`src/rtl/core/blc_pkg.sv`:
```
// Shared types, register codes, phase codes and reset values for the barrier lane controller.
package blc_pkg;

    localparam int CFG_W         = 16;
    localparam int CFG_IDX_W     = 3;
    localparam int COUNT_W       = 16;
    localparam int PHASE_W       = 4;
    localparam int TIMER_W_DEF   = 16;

    localparam logic [CFG_IDX_W-1:0] REG_IS_ENTRY     = 3'd0;
    localparam logic [CFG_IDX_W-1:0] REG_WAIT         = 3'd1;
    localparam logic [CFG_IDX_W-1:0] REG_TRAVEL       = 3'd2;
    localparam logic [CFG_IDX_W-1:0] REG_HOLD         = 3'd3;
    localparam logic [CFG_IDX_W-1:0] REG_PASS_TIMEOUT = 3'd4;
    localparam logic [CFG_IDX_W-1:0] REG_REJECT       = 3'd5;

    localparam logic [CFG_W-1:0] RST_WAIT         = 16'd20;
    localparam logic [CFG_W-1:0] RST_TRAVEL       = 16'd100;
    localparam logic [CFG_W-1:0] RST_HOLD         = 16'd500;
    localparam logic [CFG_W-1:0] RST_PASS_TIMEOUT = 16'd2000;
    localparam logic [CFG_W-1:0] RST_REJECT       = 16'd200;

    localparam logic [PHASE_W-1:0] PH_IDLE    = 4'd0;
    localparam logic [PHASE_W-1:0] PH_WAIT    = 4'd1;
    localparam logic [PHASE_W-1:0] PH_AUTH    = 4'd2;
    localparam logic [PHASE_W-1:0] PH_REJECT  = 4'd3;
    localparam logic [PHASE_W-1:0] PH_OPENING = 4'd4;
    localparam logic [PHASE_W-1:0] PH_OPEN    = 4'd5;
    localparam logic [PHASE_W-1:0] PH_PASSING = 4'd6;
    localparam logic [PHASE_W-1:0] PH_CLOSING = 4'd7;
    localparam logic [PHASE_W-1:0] PH_TIMEOUT = 4'd8;

    typedef struct packed {
        logic loop_active;
        logic entry_allowed;
    } t_in;

    typedef struct packed {
        logic [PHASE_W-1:0] lane_state;
        logic               open_pulse;
        logic               close_pulse;
        logic               buzzer_level;
        logic               beep_burst_pulse;
        logic               authorised_pulse;
        logic               fault;
        logic [COUNT_W-1:0] pass_count;
    } t_out;

    typedef struct packed {
        logic             is_entry_lane;
        logic [CFG_W-1:0] wait_ticks;
        logic [CFG_W-1:0] travel_ticks;
        logic [CFG_W-1:0] hold_ticks;
        logic [CFG_W-1:0] pass_max_ticks;
        logic [CFG_W-1:0] buzz_ticks;
    } t_cfg;

endpackage

```
`src/rtl/core/blc_cfg.sv`:
```
// Configuration register file holding the lane type and the phase lengths.
module blc_cfg (
    input  logic                          i_clk,
    input  logic                          i_rst_n,
    input  logic                          i_wr_en,
    input  logic [blc_pkg::CFG_IDX_W-1:0] i_idx,
    input  logic [blc_pkg::CFG_W-1:0]     i_wr_data,
    output blc_pkg::t_cfg                 o_cfg
);
    import blc_pkg::*;

    t_cfg r_cfg;
    t_cfg n_cfg;

    always_comb begin
        n_cfg = r_cfg;
        if (i_wr_en) begin
            unique case (i_idx)
                REG_IS_ENTRY:     n_cfg.is_entry_lane  = i_wr_data[0];
                REG_WAIT:         n_cfg.wait_ticks     = i_wr_data;
                REG_TRAVEL:       n_cfg.travel_ticks   = i_wr_data;
                REG_HOLD:         n_cfg.hold_ticks     = i_wr_data;
                REG_PASS_TIMEOUT: n_cfg.pass_max_ticks = i_wr_data;
                REG_REJECT:       n_cfg.buzz_ticks     = i_wr_data;
                default:          n_cfg                = r_cfg;
            endcase
        end
    end

    always_ff @(posedge i_clk) begin
        if (!i_rst_n) begin
            r_cfg.is_entry_lane  <= 1'b1;
            r_cfg.wait_ticks     <= RST_WAIT;
            r_cfg.travel_ticks   <= RST_TRAVEL;
            r_cfg.hold_ticks     <= RST_HOLD;
            r_cfg.pass_max_ticks <= RST_PASS_TIMEOUT;
            r_cfg.buzz_ticks     <= RST_REJECT;
        end else begin
            r_cfg <= n_cfg;
        end
    end

    assign o_cfg = r_cfg;

endmodule

```
`src/rtl/core/blc_step.sv`:
```
// Lane sequencer: phase, timer, pass counter and flags, advanced once per tick.
module blc_step #(
    parameter int TIMER_WIDTH = blc_pkg::TIMER_W_DEF
) (
    input  logic          i_clk,
    input  logic          i_rst_n,
    input  logic          i_step,
    input  blc_pkg::t_in  i_item,
    input  blc_pkg::t_cfg i_cfg,
    output blc_pkg::t_out o_result
);
    import blc_pkg::*;

    localparam int LOAD_W = (TIMER_WIDTH > CFG_W) ? TIMER_WIDTH : CFG_W;

    logic [PHASE_W-1:0]     r_phase;
    logic [PHASE_W-1:0]     n_phase;
    logic [TIMER_WIDTH-1:0] r_ticks;
    logic [TIMER_WIDTH-1:0] n_ticks;
    logic [COUNT_W-1:0]     r_passes;
    logic [COUNT_W-1:0]     n_passes;
    logic                   r_fault;
    logic                   n_fault;
    logic                   r_buzzer;
    logic                   n_buzzer;
    logic [TIMER_WIDTH-1:0] ticks_dec;
    logic                   expired;
    logic                   open_p;
    logic                   close_p;
    logic                   beep_p;
    logic                   auth_p;

    // A zero length runs for one tick; a length above the timer range saturates.
    function automatic logic [TIMER_WIDTH-1:0] f_load(input logic [CFG_W-1:0] v);
        logic [LOAD_W-1:0] ext;
        logic [LOAD_W-1:0] lim;
        ext = LOAD_W'(v);
        lim = LOAD_W'({TIMER_WIDTH{1'b1}});
        if (ext == '0) begin
            ext = LOAD_W'(1);
        end
        if (ext > lim) begin
            ext = lim;
        end
        return TIMER_WIDTH'(ext);
    endfunction

    assign ticks_dec = r_ticks - TIMER_WIDTH'(1);
    assign expired   = (ticks_dec == '0);

    always_comb begin
        n_phase  = r_phase;
        n_ticks  = r_ticks;
        n_passes = r_passes;
        n_fault  = r_fault;
        n_buzzer = r_buzzer;
        open_p   = 1'b0;
        close_p  = 1'b0;
        beep_p   = 1'b0;
        auth_p   = 1'b0;
        unique case (r_phase)
            PH_IDLE: begin
                if (i_item.loop_active) begin
                    n_ticks = f_load(i_cfg.wait_ticks);
                    n_phase = PH_WAIT;
                end
            end
            PH_WAIT: begin
                if (!i_item.loop_active) begin
                    n_phase = PH_IDLE;
                end else begin
                    n_ticks = ticks_dec;
                    if (expired) begin
                        n_phase = PH_AUTH;
                    end
                end
            end
            PH_AUTH: begin
                if (i_cfg.is_entry_lane && !i_item.entry_allowed) begin
                    n_buzzer = 1'b1;
                    n_ticks  = f_load(i_cfg.buzz_ticks);
                    n_phase  = PH_REJECT;
                end else begin
                    auth_p  = 1'b1;
                    open_p  = 1'b1;
                    n_ticks = f_load(i_cfg.travel_ticks);
                    n_phase = PH_OPENING;
                end
            end
            PH_REJECT: begin
                n_ticks = ticks_dec;
                if (expired) begin
                    n_buzzer = 1'b0;
                    n_phase  = PH_IDLE;
                end
            end
            PH_OPENING: begin
                n_ticks = ticks_dec;
                if (expired) begin
                    n_ticks = f_load(i_cfg.hold_ticks);
                    n_phase = PH_OPEN;
                end
            end
            PH_OPEN: begin
                if (i_item.loop_active) begin
                    n_ticks = f_load(i_cfg.pass_max_ticks);
                    n_phase = PH_PASSING;
                end else begin
                    n_ticks = ticks_dec;
                    if (expired) begin
                        close_p = 1'b1;
                        n_ticks = f_load(i_cfg.travel_ticks);
                        n_phase = PH_CLOSING;
                    end
                end
            end
            PH_PASSING: begin
                if (!i_item.loop_active) begin
                    n_passes = r_passes + COUNT_W'(1);
                    close_p  = 1'b1;
                    n_ticks  = f_load(i_cfg.travel_ticks);
                    n_phase  = PH_CLOSING;
                end else begin
                    n_ticks = ticks_dec;
                    if (expired) begin
                        n_fault = 1'b1;
                        close_p = 1'b1;
                        beep_p  = 1'b1;
                        n_phase = PH_TIMEOUT;
                    end
                end
            end
            PH_CLOSING: begin
                n_ticks = ticks_dec;
                if (expired) begin
                    n_phase = PH_IDLE;
                end
            end
            PH_TIMEOUT: begin
                if (!i_item.loop_active) begin
                    n_fault = 1'b0;
                    n_phase = PH_IDLE;
                end
            end
            default: begin
                n_phase = PH_IDLE;
            end
        endcase
    end

    always_ff @(posedge i_clk) begin
        if (!i_rst_n) begin
            r_phase  <= PH_IDLE;
            r_ticks  <= '0;
            r_passes <= '0;
            r_fault  <= 1'b0;
            r_buzzer <= 1'b0;
        end else if (i_step) begin
            r_phase  <= n_phase;
            r_ticks  <= n_ticks;
            r_passes <= n_passes;
            r_fault  <= n_fault;
            r_buzzer <= n_buzzer;
        end
    end

    always_comb begin
        o_result.lane_state       = n_phase;
        o_result.open_pulse       = open_p;
        o_result.close_pulse      = close_p;
        o_result.buzzer_level     = n_buzzer;
        o_result.beep_burst_pulse = beep_p;
        o_result.authorised_pulse = auth_p;
        o_result.fault            = n_fault;
        o_result.pass_count       = n_passes;
    end

endmodule

```
`src/rtl/core/barrier_lane_controller.sv`:
```
// Top level of the barrier lane controller: tick input, result register and configuration port.
//
// Each input transfer on i_in_* is one tick of the lane sequencer, carrying the loop level
// and the lot-has-room flag. Each tick produces exactly one result transfer on o_out_*,
// giving the phase after the tick, the command pulses, buzzer and fault levels and the
// wrapping count of vehicles that passed.
// The result of a tick is registered and is valid in the cycle after it is accepted.
// Throughput is one tick per cycle while results are taken; the sequencer state and the result
// register are both updated in the accepting cycle, so the next tick may follow right away.
// o_in_ready is high while the result register is empty or is being emptied in the
// same cycle. When the receiver stalls, the result is held and one more tick is not
// taken until it drains.
// Configuration writes are registered through i_cfg_wr_en, i_cfg_idx and
// i_cfg_wr_data; writes to indexes beyond the register list are ignored.
// Synchronous reset puts the lane in idle with a zero pass count, clears the fault and
// buzzer, restores the default lengths and empties the result register. No pulse is
// produced by reset.
module barrier_lane_controller #(
    parameter int TIMER_WIDTH = blc_pkg::TIMER_W_DEF
) (
    input  logic                          i_clk,
    input  logic                          i_rst_n,
    input  logic                          i_in_valid,
    output logic                          o_in_ready,
    input  blc_pkg::t_in                  i_in_data,
    output logic                          o_out_valid,
    input  logic                          i_out_ready,
    output blc_pkg::t_out                 o_out_data,
    input  logic                          i_cfg_wr_en,
    input  logic [blc_pkg::CFG_IDX_W-1:0] i_cfg_idx,
    input  logic [blc_pkg::CFG_W-1:0]     i_cfg_wr_data
);
    import blc_pkg::*;

    t_cfg cfg;
    t_out result;
    logic in_xfer;
    logic r_out_valid;
    logic n_out_valid;
    t_out r_out_data;

    assign o_in_ready = !r_out_valid || i_out_ready;
    assign in_xfer    = i_in_valid && o_in_ready;

    blc_cfg u_cfg (
        .i_clk     (i_clk),
        .i_rst_n   (i_rst_n),
        .i_wr_en   (i_cfg_wr_en),
        .i_idx     (i_cfg_idx),
        .i_wr_data (i_cfg_wr_data),
        .o_cfg     (cfg)
    );

    blc_step #(
        .TIMER_WIDTH (TIMER_WIDTH)
    ) u_step (
        .i_clk    (i_clk),
        .i_rst_n  (i_rst_n),
        .i_step   (in_xfer),
        .i_item   (i_in_data),
        .i_cfg    (cfg),
        .o_result (result)
    );

    always_comb begin
        n_out_valid = r_out_valid;
        if (in_xfer) begin
            n_out_valid = 1'b1;
        end else if (i_out_ready) begin
            n_out_valid = 1'b0;
        end
    end

    always_ff @(posedge i_clk) begin
        if (!i_rst_n) begin
            r_out_valid <= 1'b0;
        end else begin
            r_out_valid <= n_out_valid;
        end
    end

    always_ff @(posedge i_clk) begin
        if (in_xfer) begin
            r_out_data <= result;
        end
    end

    assign o_out_valid = r_out_valid;
    assign o_out_data  = r_out_data;

endmodule

```
`config.mk`:
```
export PLATFORM = sky130hd
export DESIGN_NAME = barrier_lane_controller
export DESIGN_NICKNAME = d
export VERILOG_FILES = /design/src/rtl/core/blc_pkg.sv /design/src/rtl/core/blc_cfg.sv /design/src/rtl/core/blc_step.sv /design/src/rtl/core/barrier_lane_controller.sv
export SDC_FILE = /design/constraint.sdc
export NUM_CORES = 1
export LEC_CHECK = 0
export ABC_AREA = 1
export BUFFER_PORTS_ARGS = -buffer_cell sky130_fd_sc_hd__buf_2
export CAP_MARGIN = 20
export CORE_UTILIZATION = 55
export DETAILED_ROUTE_END_ITERATION = 10
export GPL_ROUTABILITY_DRIVEN = 0
export PLACE_DENSITY = 0.81
export SLEW_MARGIN = 0
export SYNTH_ARGS = -nofsm -noshare
export SYNTH_HDL_FRONTEND = slang
export SYNTH_HIERARCHICAL = 1
export SYNTH_SLANG_ARGS = --single-unit
```
`constraint.sdc`:
```
create_clock -name i_clk -period 2.75 [get_ports i_clk]
set_input_delay 0.1375 -clock i_clk [delete_from_list [all_inputs] [get_ports i_clk]]
set_output_delay 0.1375 -clock i_clk [all_outputs]
set_load 0.01 [all_outputs]
```
==> qor.csv <==
stage,metric,value,unit
floorplanning,core area,14480,um2
sta,clock skew,0.009985,ns
clocking,clock tree buffer depth,2,
layout,# nets final,1294,
power_and_ir_drop,PD cells,640.8,nW/um2
placement,Placed Cells,1422,
synthesis,"Seq/Total Area, Yosys",39.26,%
min_path,min-delay worst type,input port to flop,
clocking,Num CTS Buffers,17,
clocking,clock root buffer master,clkbuf_16,
drt,DRC,0,
grt,pin count of the biggest net entering global routing,92,
sta,fin crit period,2.709,ns
floorplanning,I/O pin count,54,
drt,Total Wirelength,24.36,mm
synthesis,Syn Nets,1257,
sta,worst slew pin tran,1.028,ns
min_path,Hold Crit Endpoint,o_out_valid,
clocking,"CTS clk-pin slew, worst paths",0.06,ns
grt,number of global-route vias before repair,7666,
worst_setup_path,CP arrival,2.97,ns
min_path,Min-Delay Path Depth,3,
status,run status,"finished, final reports clean",
synthesis,"top cells by area, synth","dfxtp_1 (30%), nand2_1 (13%), nand3_1 (10%)",
synthesis,Synth Register Bits,146,
synthesis,yosys synthesis warning count,6,
clocking,postcts setup bufs,0,
synthesis,Synth area leader,dfxtp_1,
synthesis,Post-Syn Area,8108,um2
floorplanning,Starting Density,56.00,%
floorplanning,Die Footprint,15230,um2
sta,"Slew Viols, Final",0,
layout,"Cell Count, Final, Fillers Out",1461,
power_and_ir_drop,Peak VDD IR,0.4732,mV
worst_setup_path,crit start category,flop,
synthesis,mean post-synth cell area,6.602,um2
layout,share of layout cells above drive strength 1,10.81,%
sta,Hold Fails Final Rpt,0,
worst_setup_path,CP Class,flop to flop,
clocking,CTS tree,built,
drt,antenna-violating nets left,0,
synthesis,"Distinct cells, synth",41,
grt,GRT overflow,0,
drt,Initial DRC Count,937,
power_and_ir_drop,Leak,0.004194,uW
drt,DRT Pass-1 Iters,6,
clocking,Worst-Skew Late Latency,0.43,ns
sta,Tcrit/Tclk final,98.50,%
sta,fmax,369.2,MHz
job,max-cap violations,0,
sta,setup_tns,0,ns
drt,DR vias,8417,
worst_setup_path,"Req. time, crit path",3.01,ns
drt,via/cell ratio,5.761,
worst_setup_path,crit-path max FO,9,
grt,first-pass GRT wire length,39.01,mm
worst_setup_path,flop2flop setup slack,0.04,ns
worst_setup_path,Crit. End Element,flop,
worst_setup_path,RR Startpoint,u_step/r_phase[2],
placement,dpl hpwl,17.05,mm
layout,Antenna Cells,0,
drt,wire per inst,16.67,um
layout,synth-to-layout area growth,12.48,%
grt,antenna violations before repair,0,
floorplanning,Std-Cell Rows,44,
worst_setup_path,FF-to-FF path depth,11,
floorplanning,Die W,123.4,um
synthesis,Mapped Cells,1228,
floorplanning,Die H,123.4,um
sta,Final setup viols,0,
layout,final core utilization,62.99,%
clocking,CTS H-tree lvls,4,
min_path,hold path start,i_in_valid,
sta,RSZ-0062 raised after global routing,false,
worst_setup_path,RR Endpoint,u_step/r_ticks[14],
clocking,Sink Count,146,
sta,Rel. slew slack,31.39,%
placement,Buffers on Ports,53,
synthesis,post-synth top area share,29.63,%
grt,gr usage total,33.82,%
==> routing by layer <==
| metal | GRT usage [%] | part of all wire, % |
|---|---|---|
| met1 | 43.20 | 40 |
| met2 | 52.37 | 44 |
| met3 | 7.657 | 11 |
| met4 | 19.43 | 5.3 |
| met5 | 0 | 0 |
==> worst max-delay path by stage <==
stage                              end              start
floorplan            u_step/r_ticks[3]  u_step/r_ticks[0]
finish              u_step/r_ticks[14]  u_step/r_phase[2]
global placement    u_step/r_ticks[14]  u_step/r_phase[2]
detailed placement  u_step/r_ticks[14]  u_step/r_phase[2]
CTS                     o_out_data[12]  u_step/r_phase[2]
global route        u_step/r_ticks[14]  u_step/r_ticks[0]
==> area by class of cell <==
type,instances,area (um2)
Fill cell,1316,5359
Multi-Input combinational cell,881,4115
Sequential cell,146,3183
Inverter,140,525.5
Timing Repair Buffer,79,505.5
Clock buffer,20,457.9
Tap cell,184,230.2
Clock inverter,11,102.6
==> worst max-delay path, stage by stage (launching register included) <==
cell      delay [ns]
dfxtp_1         0.56
inv_1           0.13
nand2_1         0.13
nor3_1          0.07
o21ai_0         0.12
nand2_1         0.26
inv_1           0.32
o21ai_0         0.17
a221oi_1        0.41
nand3_1         0.19
nand2_1         0.11
a21oi_1         0.07
==> stage by stage <==
step	area (um2)	power (uW)	setup slack (ns)	hold slack, ns
after floorplan	8112	3270	0.5248	0.2507
after global placement	8469	3586	0.2258	0.3699
after detailed placement	8469	3607	0.2396	0.3711
after CTS	9110	5827	0.2352	0.01898
after global routing	9120	6083	0.01962	0.03051
final	9120	5844	0.04138	0.02726
==> cell usage after synthesis, drive strengths merged <==
cell	instances
xor2	15
a211oi	2
dfxtp	120
nor2	237
a221oi	8
o21ai	46
clkbuf	26
ha	3
buf	35
and2	1
inv	140
edfxtp	26
nand4	10
a41oi	2
o221ai	1
nor3	14
o31ai	1
a2111oi	1
o211ai	3
xnor2	1
nand3b	6
o22ai	2
a21oi	52
nand3	169
nor4	16
nand2	288
o311ai	1
a31o	1
a31oi	1
==> cell families after synthesis <==
kind of cell	Yosys count	synth area share, %
AOI/OAI and AO/OA	121	8.519
xor gates and xnor gates	16	1.728
adders and majority gates	3	0.4630
buffers and inverters	201	10.46
DFF	146	39.26
and+or+nand+nor	741	39.57
==> where the power goes <==
group          switching [uW]  leakage (uW)  internal [uW]
sequential                100       0.00124           2300
clock                     922      0.000276           1300
combinational             830       0.00268            398
==> cells in the final DEF (no fill, tap or decap), types with 4 or more instances in the layout <==
cell / count
nand2_1: 279
nor2_1: 224
nand3_1: 169
inv_1: 131
dfxtp_1: 120
buf_2: 53
a21oi_1: 50
o21ai_0: 35
edfxtp_1: 26
clkbuf_16: 18
buf_4: 16
nor4_1: 16
xor2_1: 15
nor3_1: 13
o21ai_1: 11
nand4_1: 10
inv_2: 9
nor2_4: 9
nand2_2: 8
dlygate4sd3_1: 8
a221oi_1: 8
nand3b_1: 6
nor2_2: 4
==> what timing repair did <==
action	4_1_cts	5_1_grt
endpoints found under the setup margin	0	5
gates resized for setup	0	3
hold endpoints to repair	12	0
hold buffers	8	0
==> sequential cells by signal, summed over array words and instances (netlist names) <==
signal / cells
u_step/r_buzzer: 1
u_step/r_fault: 1
u_step/r_passes: 16
u_step/r_ticks: 16
o_out_valid: 1
o_out_data: 26
u_cfg/o_cfg: 81
u_step/r_phase: 4
Power figures use the tool's default switching activity.
